$ cat src/rtl/core/fmf_pkg.sv
// ----------------------------------------------------------------------------
// fmf_pkg : shared types and constants of the FIX message framer
// Phase codes, result status codes, the result item and the push bundle
// handed from the framing logic to the output queue.
// ----------------------------------------------------------------------------
`default_nettype none

package fmf_pkg;

  // Width of the parsed body length; larger values abort the frame.
  localparam int LEN_WIDTH = 16;
  localparam int ACC_WIDTH = LEN_WIDTH + 4;
  localparam logic [ACC_WIDTH-1:0] LEN_MAX = ACC_WIDTH'((64'd1 << LEN_WIDTH) - 64'd1);

  // Frame length counter and limit register.
  localparam int CNT_WIDTH = 16;
  localparam logic [CNT_WIDTH-1:0] MAX_LEN_RESET = 16'd4096;

  // Output queue geometry.
  localparam int Q_DEPTH = 4;
  localparam int Q_PTR_W = $clog2(Q_DEPTH);
  localparam int Q_CNT_W = $clog2(Q_DEPTH + 1);

  // Characters.
  localparam logic [7:0] CH_SOH = 8'h01;
  localparam logic [7:0] CH_0   = 8'h30;
  localparam logic [7:0] CH_1   = 8'h31;
  localparam logic [7:0] CH_8   = 8'h38;
  localparam logic [7:0] CH_9   = 8'h39;
  localparam logic [7:0] CH_EQ  = 8'h3D;

  typedef enum logic [3:0] {
    PH_HUNT,
    PH_GOT8,
    PH_BEGIN,
    PH_TAG9,
    PH_TAG9EQ,
    PH_LEN,
    PH_BODY,
    PH_T1,
    PH_T0,
    PH_TEQ,
    PH_CK0,
    PH_CK1,
    PH_CK2,
    PH_END
  } phase_t;

  typedef enum logic [1:0] {
    ST_INNER = 2'd0,
    ST_GOOD  = 2'd1,
    ST_ABORT = 2'd2
  } status_t;

  typedef struct packed {
    logic [7:0] data;
    logic       start;
    status_t    status;
    logic       last;
  } result_t;

  // Up to two results per input item, written in order r0 then r1.
  typedef struct packed {
    logic [1:0] n;
    result_t    r0;
    result_t    r1;
  } push_t;

endpackage

`default_nettype wire

$ cat src/rtl/core/fmf_out_fifo.sv
// ----------------------------------------------------------------------------
// fmf_out_fifo : result queue of the FIX message framer
// Small register queue taking up to two items per cycle and giving one.
// Room is flagged while at least two entries are free.
// ----------------------------------------------------------------------------
`default_nettype none

module fmf_out_fifo (
  input  wire logic            clk,
  input  wire logic            rst_n,
  input  wire fmf_pkg::push_t  push,
  output logic                 room,
  output logic                 out_valid,
  input  wire logic            out_ready,
  output fmf_pkg::result_t     out_item
);
  import fmf_pkg::*;

  result_t              mem_r [Q_DEPTH];
  logic [Q_PTR_W-1:0]   wr_ptr_r, wr_ptr_nxt;
  logic [Q_PTR_W-1:0]   rd_ptr_r, rd_ptr_nxt;
  logic [Q_CNT_W-1:0]   count_r, count_nxt;
  logic                 pop;

  assign out_valid = (count_r != '0);
  assign out_item  = mem_r[rd_ptr_r];
  assign room      = (count_r <= Q_CNT_W'(Q_DEPTH - 2));
  assign pop       = out_valid && out_ready;

  always_comb begin
    wr_ptr_nxt = wr_ptr_r + Q_PTR_W'(push.n);
    rd_ptr_nxt = rd_ptr_r + Q_PTR_W'(pop);
    count_nxt  = count_r + Q_CNT_W'(push.n) - Q_CNT_W'(pop);
  end

  always_ff @(posedge clk) begin
    if (!rst_n) begin
      wr_ptr_r <= '0;
      rd_ptr_r <= '0;
      count_r  <= '0;
    end else begin
      wr_ptr_r <= wr_ptr_nxt;
      rd_ptr_r <= rd_ptr_nxt;
      count_r  <= count_nxt;
    end
  end

  // payload storage, no reset
  always_ff @(posedge clk) begin
    if (push.n != 2'd0) begin
      mem_r[wr_ptr_r] <= push.r0;
    end
    if (push.n == 2'd2) begin
      mem_r[wr_ptr_r + Q_PTR_W'(1)] <= push.r1;
    end
  end

endmodule

`default_nettype wire

$ cat src/rtl/core/fix_message_framer_unit.sv
// ----------------------------------------------------------------------------
// fix_message_framer_unit : FIX frame cutter for a received byte stream
// Hunts for "8=", follows the "9=" length field, counts out the body and
// checks the "10=" trailer, passing every frame byte on with start and
// end-of-frame status.
// ----------------------------------------------------------------------------
//
//  channel  | ports                                         | dir | moves
//  ---------+-----------------------------------------------+-----+-----------------
//  in       | in_valid, in_ready, in_byte                   | in  | one stream byte
//  out      | out_valid, out_ready, out_byte,               | out | one frame byte
//           | out_frame_start, out_frame_status, out_run_last|     |
//  cfg      | cfg_wr_en, cfg_wr_data                        | in  | max_frame_len
//
//  - One item per cycle sustained while the queue has room: the phase machine
//    and counters update in the cycle the byte is taken, and results land in a
//    4-entry queue, where each item is registered before it leaves.
//  - in_ready is high while the queue has two free entries, since the byte
//    closing "8=" yields two items; an out stall backs up into in_ready.
//  - Synchronous active-low reset: hunting for "8", counters cleared,
//    queue empty, max_frame_len back to 4096.
//  - No clearing pass after reset; ready as soon as reset is released.
// ----------------------------------------------------------------------------
`default_nettype none

module fix_message_framer_unit (
  input  wire logic        clk,
  input  wire logic        rst_n,
  // input stream
  input  wire logic        in_valid,
  output logic             in_ready,
  input  wire logic [7:0]  in_byte,
  // frame bytes out
  output logic             out_valid,
  input  wire logic        out_ready,
  output logic [7:0]       out_byte,
  output logic             out_frame_start,
  output logic [1:0]       out_frame_status,
  output logic             out_run_last,
  // configuration
  input  wire logic        cfg_wr_en,
  input  wire logic [15:0] cfg_wr_data
);
  import fmf_pkg::*;

  // state
  phase_t                  phase_r, phase_nxt;
  logic [CNT_WIDTH-1:0]    frame_count_r, frame_count_nxt;
  logic [LEN_WIDTH-1:0]    length_accum_r, length_accum_nxt;
  logic [LEN_WIDTH-1:0]    body_rem_r, body_rem_nxt;
  logic                    digit_seen_r, digit_seen_nxt;
  logic [CNT_WIDTH-1:0]    max_len_r;

  // per-byte decisions
  logic                    in_fire;
  logic                    room;
  status_t                 status_w;
  logic                    open_w;      // byte completes "8="
  logic                    open_abort_w;
  logic [CNT_WIDTH:0]      count_inc_w;
  logic                    is_digit_w;
  logic [ACC_WIDTH-1:0]    acc_w;
  push_t                   push;
  result_t                 head;

  assign in_ready = room;
  assign in_fire  = in_valid && in_ready;

  assign count_inc_w  = {1'b0, frame_count_r} + (CNT_WIDTH+1)'(1);
  assign is_digit_w   = (in_byte >= CH_0) && (in_byte <= CH_9);
  // accum * 10 + digit, wide enough to spot overflow past LEN_MAX
  assign acc_w        = (ACC_WIDTH'(length_accum_r) << 3) + (ACC_WIDTH'(length_accum_r) << 1)
                      + ACC_WIDTH'(in_byte - CH_0);
  assign open_abort_w = ({{(CNT_WIDTH-2){1'b0}}, 2'd2} >= max_len_r);

  // --------------------------------------------------------------------------
  // Next state: phase machine and counters
  // --------------------------------------------------------------------------
  always_comb begin
    phase_nxt        = phase_r;
    frame_count_nxt  = frame_count_r;
    length_accum_nxt = length_accum_r;
    body_rem_nxt     = body_rem_r;
    digit_seen_nxt   = digit_seen_r;
    status_w         = ST_INNER;
    open_w           = 1'b0;

    if (in_fire) begin
      unique case (phase_r)
        PH_HUNT: begin
          if (in_byte == CH_8) phase_nxt = PH_GOT8;
        end
        PH_GOT8: begin
          if (in_byte == CH_EQ) begin
            open_w          = 1'b1;
            frame_count_nxt = CNT_WIDTH'(2);
            phase_nxt       = PH_BEGIN;
            if (open_abort_w) status_w = ST_ABORT;
          end else if (in_byte != CH_8) begin
            phase_nxt = PH_HUNT;
          end
        end
        PH_BEGIN: begin
          if (in_byte == CH_SOH) phase_nxt = PH_TAG9;
        end
        PH_TAG9: begin
          if (in_byte == CH_9) phase_nxt = PH_TAG9EQ;
          else                 status_w  = ST_ABORT;
        end
        PH_TAG9EQ: begin
          if (in_byte == CH_EQ) phase_nxt = PH_LEN;
          else                  status_w  = ST_ABORT;
        end
        PH_LEN: begin
          if (is_digit_w) begin
            if (acc_w > LEN_MAX) begin
              status_w = ST_ABORT;
            end else begin
              length_accum_nxt = acc_w[LEN_WIDTH-1:0];
              digit_seen_nxt   = 1'b1;
            end
          end else if ((in_byte == CH_SOH) && digit_seen_r) begin
            body_rem_nxt = length_accum_r;
            phase_nxt    = (length_accum_r != '0) ? PH_BODY : PH_T1;
          end else begin
            status_w = ST_ABORT;
          end
        end
        PH_BODY: begin
          if (body_rem_r != '0) body_rem_nxt = body_rem_r - LEN_WIDTH'(1);
          if (body_rem_r <= LEN_WIDTH'(1)) phase_nxt = PH_T1;
        end
        PH_T1: begin
          if (in_byte == CH_1) phase_nxt = PH_T0;
          else                 status_w  = ST_ABORT;
        end
        PH_T0: begin
          if (in_byte == CH_0) phase_nxt = PH_TEQ;
          else                 status_w  = ST_ABORT;
        end
        PH_TEQ: begin
          if (in_byte == CH_EQ) phase_nxt = PH_CK0;
          else                  status_w  = ST_ABORT;
        end
        PH_CK0: phase_nxt = PH_CK1;
        PH_CK1: phase_nxt = PH_CK2;
        PH_CK2: phase_nxt = PH_END;
        default: begin
          status_w = (in_byte == CH_SOH) ? ST_GOOD : ST_ABORT;
        end
      endcase

      // Byte counting and the length limit apply inside a frame only.
      if ((phase_r != PH_HUNT) && (phase_r != PH_GOT8)) begin
        frame_count_nxt = count_inc_w[CNT_WIDTH-1:0];
        if ((status_w == ST_INNER) && (count_inc_w >= {1'b0, max_len_r})) begin
          status_w = ST_ABORT;
        end
      end

      if (status_w != ST_INNER) begin
        phase_nxt        = PH_HUNT;
        frame_count_nxt  = '0;
        length_accum_nxt = '0;
        body_rem_nxt     = '0;
        digit_seen_nxt   = 1'b0;
      end
    end
  end

  // --------------------------------------------------------------------------
  // Outputs: items pushed into the result queue
  // --------------------------------------------------------------------------
  always_comb begin
    push.n         = 2'd0;
    push.r0.data   = in_byte;
    push.r0.start  = 1'b0;
    push.r0.status = status_w;
    push.r0.last   = 1'b1;
    push.r1.data   = CH_EQ;
    push.r1.start  = 1'b0;
    push.r1.status = status_w;
    push.r1.last   = 1'b1;

    if (in_fire) begin
      if (open_w) begin
        // held '8' goes out first as the frame start
        push.n         = 2'd2;
        push.r0.data   = CH_8;
        push.r0.start  = 1'b1;
        push.r0.status = ST_INNER;
        push.r0.last   = 1'b0;
      end else if ((phase_r != PH_HUNT) && (phase_r != PH_GOT8)) begin
        push.n = 2'd1;
      end
    end
  end

  always_ff @(posedge clk) begin
    if (!rst_n) begin
      phase_r        <= PH_HUNT;
      frame_count_r  <= '0;
      length_accum_r <= '0;
      body_rem_r     <= '0;
      digit_seen_r   <= 1'b0;
      max_len_r      <= MAX_LEN_RESET;
    end else begin
      phase_r        <= phase_nxt;
      frame_count_r  <= frame_count_nxt;
      length_accum_r <= length_accum_nxt;
      body_rem_r     <= body_rem_nxt;
      digit_seen_r   <= digit_seen_nxt;
      if (cfg_wr_en) max_len_r <= cfg_wr_data;
    end
  end

  fmf_out_fifo u_out_fifo (
    .clk       (clk),
    .rst_n     (rst_n),
    .push      (push),
    .room      (room),
    .out_valid (out_valid),
    .out_ready (out_ready),
    .out_item  (head)
  );

  assign out_byte         = head.data;
  assign out_frame_start  = head.start;
  assign out_frame_status = head.status;
  assign out_run_last     = head.last;

  // --------------------------------------------------------------------------
  // Assertions
  // --------------------------------------------------------------------------
  // Nothing leaves while hunting.
  a_hunt_silent: assert property (@(posedge clk) disable iff (!rst_n)
    (in_fire && (phase_r == PH_HUNT)) |-> (push.n == 2'd0))
    else $error("item pushed while hunting");

  // A pair of items only ever comes from the byte closing "8=".
  a_pair_open: assert property (@(posedge clk) disable iff (!rst_n)
    (push.n == 2'd2) |-> ((phase_r == PH_GOT8) && (in_byte == CH_EQ)))
    else $error("two items outside frame opening");

  // Body phase always has bytes still due.
  a_body_due: assert property (@(posedge clk) disable iff (!rst_n)
    (phase_r == PH_BODY) |-> (body_rem_r != '0))
    else $error("body phase with nothing due");

  // Any end of frame sends the machine back to hunting with counters clear.
  a_end_clears: assert property (@(posedge clk) disable iff (!rst_n)
    (in_fire && (status_w != ST_INNER)) |=>
      ((phase_r == PH_HUNT) && (frame_count_r == '0) && !digit_seen_r))
    else $error("frame end did not clear state");

  // The length field cannot be closed without a digit.
  a_len_digit: assert property (@(posedge clk) disable iff (!rst_n)
    ((phase_r == PH_LEN) && in_fire && (phase_nxt != PH_LEN) && (status_w == ST_INNER))
      |-> digit_seen_r)
    else $error("length closed without a digit");

endmodule

`default_nettype wire
$ cat config.mk
export PLATFORM = sky130hd
export DESIGN_NAME = fix_message_framer_unit
export DESIGN_NICKNAME = d
export VERILOG_FILES = /design/src/rtl/core/fmf_pkg.sv /design/src/rtl/core/fmf_out_fifo.sv /design/src/rtl/core/fix_message_framer_unit.sv
export SDC_FILE = /design/constraint.sdc
export NUM_CORES = 1
export LEC_CHECK = 0
export BUFFER_PORTS_ARGS = -buffer_cell sky130_fd_sc_hd__buf_2
export CAP_MARGIN = 20
export CORE_UTILIZATION = 40
export DETAILED_ROUTE_END_ITERATION = 10
export GPL_TIMING_DRIVEN = 0
export PLACE_DENSITY_LB_ADDON = 0.05
export SLEW_MARGIN = 10
export SYNTH_ARGS = -nofsm -noshare
export SYNTH_HDL_FRONTEND = slang
export SYNTH_HIERARCHICAL = 1
export SYNTH_SLANG_ARGS = --single-unit
$ cat constraint.sdc
create_clock -name clk -period 6.9 [get_ports clk]
set_input_delay 1.38 -clock clk [delete_from_list [all_inputs] [get_ports clk]]
set_output_delay 1.38 -clock clk [all_outputs]
set_load 0.02 [all_outputs]
== After elaboration in Yosys (flattened, before gate mapping) ==
Memory sizes are Yosys's and may differ from the RTL's. A register that Yosys moved wholly into a read port is not among the register bits.
Cells that the tools add are included.
Word-level totals
  register bits: 76
  latch bits: 0
  memory bits (writable): 48
  bits in read-only memories: 0
  bits of input ports: 29
  output and inout bits: 14
  word-level logic and storage cells: 147
  memories: 1
Memories
  u_out_fifo.mem_r: words 4, bits a word 12, rd ports 1, clocked after memory_dff 1, wr ports 2, RTL line fmf_out_fifo.sv:19  | result_t mem_r [Q_DEPTH];
Cells by class
  add/sub/neg operators: 10
  multipliers: 0
  div/mod/pow operators: 0
  order comparisons: 7
  eq/ne operators: 34
  shift operators: 0
  mux-type cells: 60
  bitwise operators: 0
  reductions and logical operators: 26
Operator list (number)
  16-bit 2-to-1 mux: 12
  4-bit 2-to-1 mux: 13
  4-bit one-hot mux with 13 select lines: 1
  8-bit by 6-bit equality test with 1-bit output (second input constant): 5
  2-bit 2-to-1 mux: 17
  3-bit inequality test (second input constant): 11
  16-bit one-hot mux with 2 select lines: 1
  16-bit nonzero test: 2
  19-bit by 17-bit adder with 20-bit output: 1
  20-bit adder: 1
  4-bit equality test (second input constant): 5
  20-bit by 16-bit greater-than comparator with 1-bit output (second input constant): 1
  16-bit by 1-bit adder with 17-bit output (second input constant): 1
  17-bit by 16-bit >= comparator with 1-bit output: 1
  4-bit by 3-bit equality test with 1-bit output (second input constant): 4
  2-bit by 16-bit >= comparator with 1-bit output (first input constant): 1
  16-bit by 1-bit <= comparator with 1-bit output (second input constant): 1
  16-bit by 1-bit subtractor with 16-bit output (second input constant): 1
  14-bit 2-to-1 mux: 1
  2-bit one-hot mux with 7 select lines: 1
  14-bit nonzero test: 1
  1-bit 2-to-1 mux: 13
  13-bit AND reduction: 1
  12-bit 2-to-1 mux: 1
  28 further kinds: 40

== Longest topological paths before layout ==
Gate-level depths: netlist (run 1).
  depth after elaboration: 18
  mapped depth: 18

== Hierarchy ==
Netlist (run 1), hierarchy kept.
By module, submodules not included
  fix_message_framer_unit: times used 1, cells an instance 707, area an instance 5693.0 µm²
  fmf_out_fifo: times used 1, cells an instance 161, area an instance 2926.6 µm²

== Worst setup path before layout (run 1) ==
No wires, ideal clock.
  path kind: input-to-reg
  from: input in_byte[4]
  to: memory u_out_fifo/mem_r[1][2] (netlist name) (data pin)
  library setup time: 262 ps
  data arrival time: 5825 ps
  required time: 6638 ps
  setup slack: 813 ps
  stages: 15
  buffers on the path: 2
  path through: ha_1 -> nor3_1 -> fa_1 -> ha_1 -> buf_2 -> a21o_1 -> a21oi_1 -> o221ai_1 -> nor4b_4 -> a311oi_2 -> nor4_4 -> o21a_1 -> clkbuf_1 -> nor3_1 -> mux2_1
RTL lines
  start: declaration: RTL line fix_message_framer_unit.sv:32  | input wire logic [7:0] in_byte,
  end: declaration: RTL line fmf_out_fifo.sv:19

==> results of run 1 <==
[critical path, cell delays in order]
cell      delay (ns)
buf_2           0.11
ha_1            0.28
nor3_2          0.34
buf_4           0.28
fa_1            0.44
ha_1            0.29
buf_2           0.16
a21o_1          0.22
a31oi_1         0.17
o221ai_1        0.30
nor4b_4         0.30
a311oi_2        0.09
nor4_4          0.56
o21a_1          0.24
clkbuf_1        0.49
nor4_1          0.18
mux2_1          0.34
[cell usage in the layout (no fill, tap or decap), types with 16 or more instances in the layout]
master	count
dfxtp_1	76
nand2_1	69
buf_2	57
nor2_1	50
a21oi_1	49
edfxtp_1	48
ha_1	45
nand3_1	40
conb_1	40
clkbuf_1	35
inv_1	34
mux2_4	28
mux2i_1	23
xnor2_1	22
o21ai_0	21
nand4_1	20
nor3_1	17
clkbuf_16	17
fa_1	16
[metrics by stage]
stage / hold slack (ns) / cells / total power [mW] / setup slack [ns] / cell area (µm²)
2_1_floorplan: 0.437 / 906 / 1.00 / 0.813 / 8760
3_3_place_gp: 0.447 / 1222 / 1.08 / -0.764 / 9310
3_5_place_dp: 0.459 / 1223 / 1.08 / 0.409 / 9340
4_1_cts: 0.468 / 1255 / 1.92 / 0.834 / 9880
5_1_grt: 0.515 / 1255 / 1.98 / 0.632 / 9880
6_report: 0.467 / 1255 / 1.89 / 0.871 / 9880
[cell families after synthesis]
kind of cell             synth area share, %
adder cells (fa/ha/maj)                 10.2
buffers and inverters                   4.73
multiplexers                            13.4
other                                 0.0871
AO/OA/AOI/OAI                           15.1
flip-flops                              34.4
XOR/XNOR                                3.67
AND/OR/NAND/NOR                         18.3
[cell type report]
type | instances | share of cell area (%)
well taps | 275 | 3.48
multi-input cells | 690 | 54.8
inverters | 35 | 1.33
flip-flops and latches | 124 | 30.0
repair buffers | 42 | 2.15
plain buffers | 57 | 2.80
clock inverters | 14 | 1.14
clock buffers | 18 | 4.34
[per-layer routing]
metal | vias to the layer above | GRT usage, % | routed length (µm)
met4 | 0 | 5.61 | 276
met3 | 21 | 3.58 | 732
met5 | - | 0 | 0
met2 | 104 | 35.4 | 10500
li1 | 3443 | - | -
met1 | 3281 | 29.8 | 11100
[power groups by stage]
stage          clock, mW  sequential (mW)  combinational (mW)
2_1_floorplan          0            0.797               0.206
6_report           0.829            0.786               0.278
3_5_place_dp           0            0.802               0.282
5_1_grt            0.884            0.789               0.308
4_1_cts            0.847            0.786               0.284
3_3_place_gp           0            0.802               0.280
[worst paths after layout]
kind	start	depth (start not counted)	to	slack, ns
setup / recovery	in_byte[4]	17	u_out_fifo/mem_r[1][2]	0.87
hold / removal	digit_seen_r	2	digit_seen_r	0.47
setup reg to reg	frame_count_r[2]	17	u_out_fifo/mem_r[1][2]	1.94
hold reg to reg	digit_seen_r	2	digit_seen_r	0.47
[state kept, by name, summed over array words and instances, names as in the netlist]
| signal | flops |
|---|---|
| body_rem_r | 16 |
| digit_seen_r | 1 |
| frame_count_r | 16 |
| length_accum_r | 16 |
| max_len_r | 16 |
| phase_r | 4 |
| u_out_fifo/count_r | 3 |
| u_out_fifo/mem_r | 48 |
| u_out_fifo/rd_ptr_r | 2 |
| u_out_fifo/wr_ptr_r | 2 |
==> reports/summary.txt, run 1 <==
dominant cell type by area after synthesis: dfxtp_1
Vert. Die Dim: 149 µm
DRT Pass-1 Iters: 4
max-cap violation count: 0
Worst-Margin Slew: 0.978 ns
gp weighted congestion: 0.809
Mapped Cells: 868
crit path max fanout: 10
crit path launch type: input pin
post-CTS sizing: 0
Reg area: 2960 µm²
global-route wire length before repair: 37.1 mm
Remaining DRCs: 0
# Post-CTS Setup Buffers: 0
via-per-instance ratio: 5.46
overall die area: 22100 µm²
Clk Latency, worst-skew pair: 0.42 ns
DP HPWL: 16.6 mm
Root Buffer: clkbuf_16
main flop type after synthesis: dfxtp_1
multi-input logic area: 5420 µm²
I/O pin total: 43
Detailed Route Iter0 Violations: 296
antenna cells: 0
DRT Wirelength: 22.6 mm
H-tree Lvls: 4
CTS tree: built
PD cells: 192 nW/µm²
worst hold-check path type: flip-flop to flip-flop
Comb pwr share: 14.7%
grt ovf: 0
Crit path required time: 7.06 ns
FP Rows: 53
setup TNS: 0 ns
Yosys reg bits: 124
Syn Area/Cell: 9.93 µm²
Leak Pwr: 3.92 nW
filler instances: 2050
port buffer count: 41
Seq/Total Area, Yosys: 34.4%
worst relative slew slack: 34.8%
clock share of power: 43.8%
EDFF count, synth: 48
Initial Util: 40.9%
Hold Violations, Final: 0
Synth cell types: 85
clk sinks: 124
register share of total power: 41.5%
Final min period: 6.03 ns
CP Class: input pin to flip-flop
Clock Pin Slew Worst Setup and Hold Paths: 0.06 ns
Hold-fix buffers, CTS: 0
Int Power: 1.36 mW
yosys warns: 6
Critical Path End Type: flip-flop
via count: 6849
Max Fclk: 166 MHz
vias in the first global route: 6770
Worst EP arrival: 6.19 ns
endpoints failing setup: 0
max-slew violations: 0
TritonCTS Buffers: 17
worst vdd ir: 0.000138 V
clock skew: 0.0104 ns
die width: 149 µm
Routed Antenna Nets: 0
largest net degree at the start of global routing: 19
top-count cell post-synth: dfxtp_1
sw frac: 28.1%
Async S/R FF share, synth: 0%
Global Route Usage Sum: 21.7%
status: finished, final reports clean
CTS max path bufs: 2
Final Util: 46.9%
unrepaired setup endpoints after global routing: no
initial antenna violation count: 0
area delta synth->final: 14.7%
Synth area leaders: dfxtp_1 (18%), edfxtp_1 (17%), ha_1 (6.5%)
top-area cell type share of the netlist area: 17.7%
final period utilization: 87.4%
Mapped Area: 8620 µm²
Synth top cells by count: dfxtp_1 (76), nand2_1 (69), nor2_1 (51)
share of cells above drive strength 1: 17.3%
Final Net Count: 1057
Switch Pwr: 0.532 mW
core area: 21100 µm²
DR WL/cell: 18.0 µm
Note: power is estimated with default switching activity, not from simulation.
==> inputs of run 2 (changes only) <==
SYNTH_HIERARCHICAL = default   (was 1)
==> run 2 against run 1 <==
Core utilization increased by 0.89 points. Wire length is 7.8% lower. Synthesized cell count is 1.5% lower. Hold slack got worse by 0.020 ns. Register-to-register slack improved by 0.11 ns. Total power rose by 18%. Fmax increased by 3.6%. Largest power group unchanged. Highest routed layer unchanged.
==> reports/summary.txt, run 2 <==
status: finished, final reports clean
post-CTS sizing: 0 (unchanged)
register share of total power: 36.4% (-5.1 points)
Initial Util: 41.4% (+0.57 points)
port buffer count: 38 (-7.3%)
clock skew: 0.0108 ns (+0.000398 ns)
commonest non-fill, non-tap cell in the layout: dfxtp_1
Leak Pwr: 3.65 nW (-6.9%)
via count: 6640 (-3.1%)
Mapped Cells: 855 (-1.5%)
DR WL/cell: 18.0 µm (+0.15%)
fin cells: 1155 (-8.0%)
Global Route Usage Sum: 22.3% (+0.59 points)
sw frac: 28.1% (+0.031 points)
Critical Path End Type: flip-flop
Yosys reg bits: 124 (unchanged)
# Post-CTS Setup Buffers: 0 (unchanged)
clock share of power: 45.5% (+1.7 points)
PD cells: 255 nW/µm² (+33%)
I/O pin total: 43 (unchanged)
endpoints failing setup: 0 (unchanged)
share of cells above drive strength 1: 10.9% (-6.4 points)
largest net degree at the start of global routing: 17 (-2)
grt ovf: 0 (unchanged)
top-count cell post-synth: dfxtp_1
final period utilization: 84.4% (-3.0 points)
CTS tree: built
Hold-fix buffers, CTS: 0 (unchanged)
Final min period: 5.82 ns (-0.208 ns)
worst vdd ir: 0.000140 V (+1.2%)
DP HPWL: 15.9 mm (-4.2%)
Biggest register: u_out_fifo.mem_r
GR peak layer: met2
total power draw: 2.23 mW (+18%)
vias in the first global route: 6602 (-2.5%)
unrepaired setup endpoints after global routing: no
main flop type after synthesis: dfxtp_1
Seq/Total Area, Yosys: 33.8% (-0.53 points)
Worst-Margin Slew: 0.980 ns (+0.00254 ns)
design area: 8730 µm² (-12%)
TritonCTS Buffers: 17 (unchanged)
Vert. Die Dim: 140 µm (-6.2%)
met1 Use GR: 30.1% (+0.35 points)
Async S/R FF share, synth: 0% (unchanged)
die width: 140 µm (-6.2%)
global-route wire length before repair: 34.2 mm (-7.8%)
Switch Pwr: 0.626 mW (+18%)
Final Net Count: 1005 (-4.9%)
placed cell areas: 8070 µm² (-14%)
DRT Pass-1 Iters: 5 (+1)
initial antenna violation count: 0 (unchanged)
Comb pwr share: 18.1% (+3.4 points)
dpl cells: 1123 (-8.2%)
crit path max fanout: 7 (-3)
yosys warns: 0 (-6)
area delta synth->final: 15.2%
Clk Latency, worst-skew pair: 0.43 ns (about the same)
top-area cell type share of the netlist area: 30.7% (+13 points)
max-slew violations: 0 (unchanged)
GRT met2 Usage: 36.3% (+0.96 points)
GRT met3 Usage: 3.54% (-0.034 points)
Detailed Route Iter0 Violations: 424 (+43%)
Max Fclk: 172 MHz (+3.6%)
CP Class: input pin to flip-flop
Syn Area/Cell: 8.86 µm² (-11%)
Synth area leaders: dfxtp_1 (31%), ha_1 (7.8%), fa_1 (4.2%)
Crit path required time: 7.05 ns (about the same)
Worst EP arrival: 5.97 ns (-0.22 ns)
core area: 18300 µm² (-13%)
CTS max path bufs: 2 (unchanged)
Mapped Nets: 947
number of flip-flops in the largest register: 48 (unchanged)
FP Rows: 49 (-7.5%)
antenna cells: 0 (unchanged)
final worst slack: 1.08 ns (+0.208 ns)
Mapped Area: 7570 µm² (-12%)
Routed Antenna Nets: 0 (unchanged)
Setup WS pre-CTS: 0.621 ns (+0.211 ns)
max-cap violation count: 0 (unchanged)
DRT Wirelength: 20.8 mm (-7.8%)
Int Power: 1.60 mW (+18%)
clk sinks: 124 (unchanged)
Clock Pin Slew Worst Setup and Hold Paths: 0.06 ns (about the same)
Synth cell types: 69 (-19%)
via-per-instance ratio: 5.75 (+5.3%)
setup TNS: 0 ns (unchanged)
overall die area: 19500 µm² (-12%)
worst hold-check path type: flip-flop to flip-flop
dominant cell type by area after synthesis: dfxtp_1
crit path launch type: input pin
H-tree Lvls: 4 (unchanged)
gp weighted congestion: 0.860 (+6.3%)
most frequent cells in the layout: dfxtp_1 (116), nand2_1 (75), nor2_1 (73)
EDFF count, synth: 8 (-83%)
Reg2Reg Setup Slack: 2.05 ns (+0.11 ns)
Synth top cells by count: dfxtp_1 (116), nand2_1 (75), nor2_1 (73)
Hold Violations, Final: 0 (unchanged)
Root Buffer: clkbuf_16
worst relative slew slack: 34.1% (-0.67 points)
Remaining DRCs: 0 (unchanged)
==> run 2: worst paths after layout <==
path                     startpoint                     end  cells past startpoint
min reg2reg  u_out_fifo.mem_r[3][0]  u_out_fifo.mem_r[3][0]                      2
min          u_out_fifo.mem_r[3][0]  u_out_fifo.mem_r[3][0]                      2
max reg2reg        frame_count_r[2]       frame_count_r[12]                     19
max                      in_byte[4]  u_out_fifo.mem_r[1][2]                     14
==> run 2: worst max-delay path, cell delays in order <==
cell	delay, ns
buf_2	0.16
ha_1	0.29
nor3_2	0.56
buf_6	0.22
fa_1	0.43
ha_1	0.39
a21oi_1	0.21
o211ai_1	0.14
a211oi_1	0.70
mux2i_1	0.39
nand4_4	0.21
and2_1	0.23
o21ai_1	0.50
nor3_1	0.14
==> run 2: final cells by class <==
cell class | count | area, µm²
clock buffers | 17 | 425
flip-flops and latches | 124 | 2560
repair buffers | 39 | 201
inverters | 54 | 203
plain buffers | 31 | 131
multi-input cells | 646 | 4680
fillers | 1764 | 9540
clock inverters | 15 | 235
well taps | 229 | 287
==> run 2: power groups by stage <==
stage,Sequential (mW),Clock (mW),Combinational (mW)
floorplan,0.812,0,0.299
CTS,0.811,1.03,0.408
global route,0.818,1.06,0.445
finish,0.812,1.01,0.403
global placement,0.825,0,0.397
detailed placement,0.826,0,0.407
==> run 2: logic make-up (layout without fill, tap and decap cells) <==
group | after synthesis | after routing | share of synthesized area [%]
xor gates and xnor gates | 42 | 42 | 4.86
adders and majority gates | 63 | 63 | 12.0
buffers and inverters | 85 | 156 | 4.41
muxes | 33 | 33 | 6.34
AOI/OAI and AO/OA | 235 | 235 | 20.9
DFF | 124 | 124 | 33.8
and+or+nand+nor | 273 | 273 | 17.6
==> run 2: metrics by stage <==
stage | hold WS (ns) | util, %
after floorplan | 0.418 | -
after global placement | 0.431 | 44.1
after detailed placement | 0.444 | 44.1
after CTS | 0.454 | 47.8
after global routing | 0.470 | 47.8
final | 0.448 | 47.8
==> run 2: metal layers <==
| metal | wire (µm) | vias up |
|---|---|---|
| li1 | - | 3244 |
| met1 | 10100 | 3207 |
| met2 | 9610 | 159 |
| met3 | 758 | 30 |
| met4 | 389 | 0 |
| met5 | 0 | - |
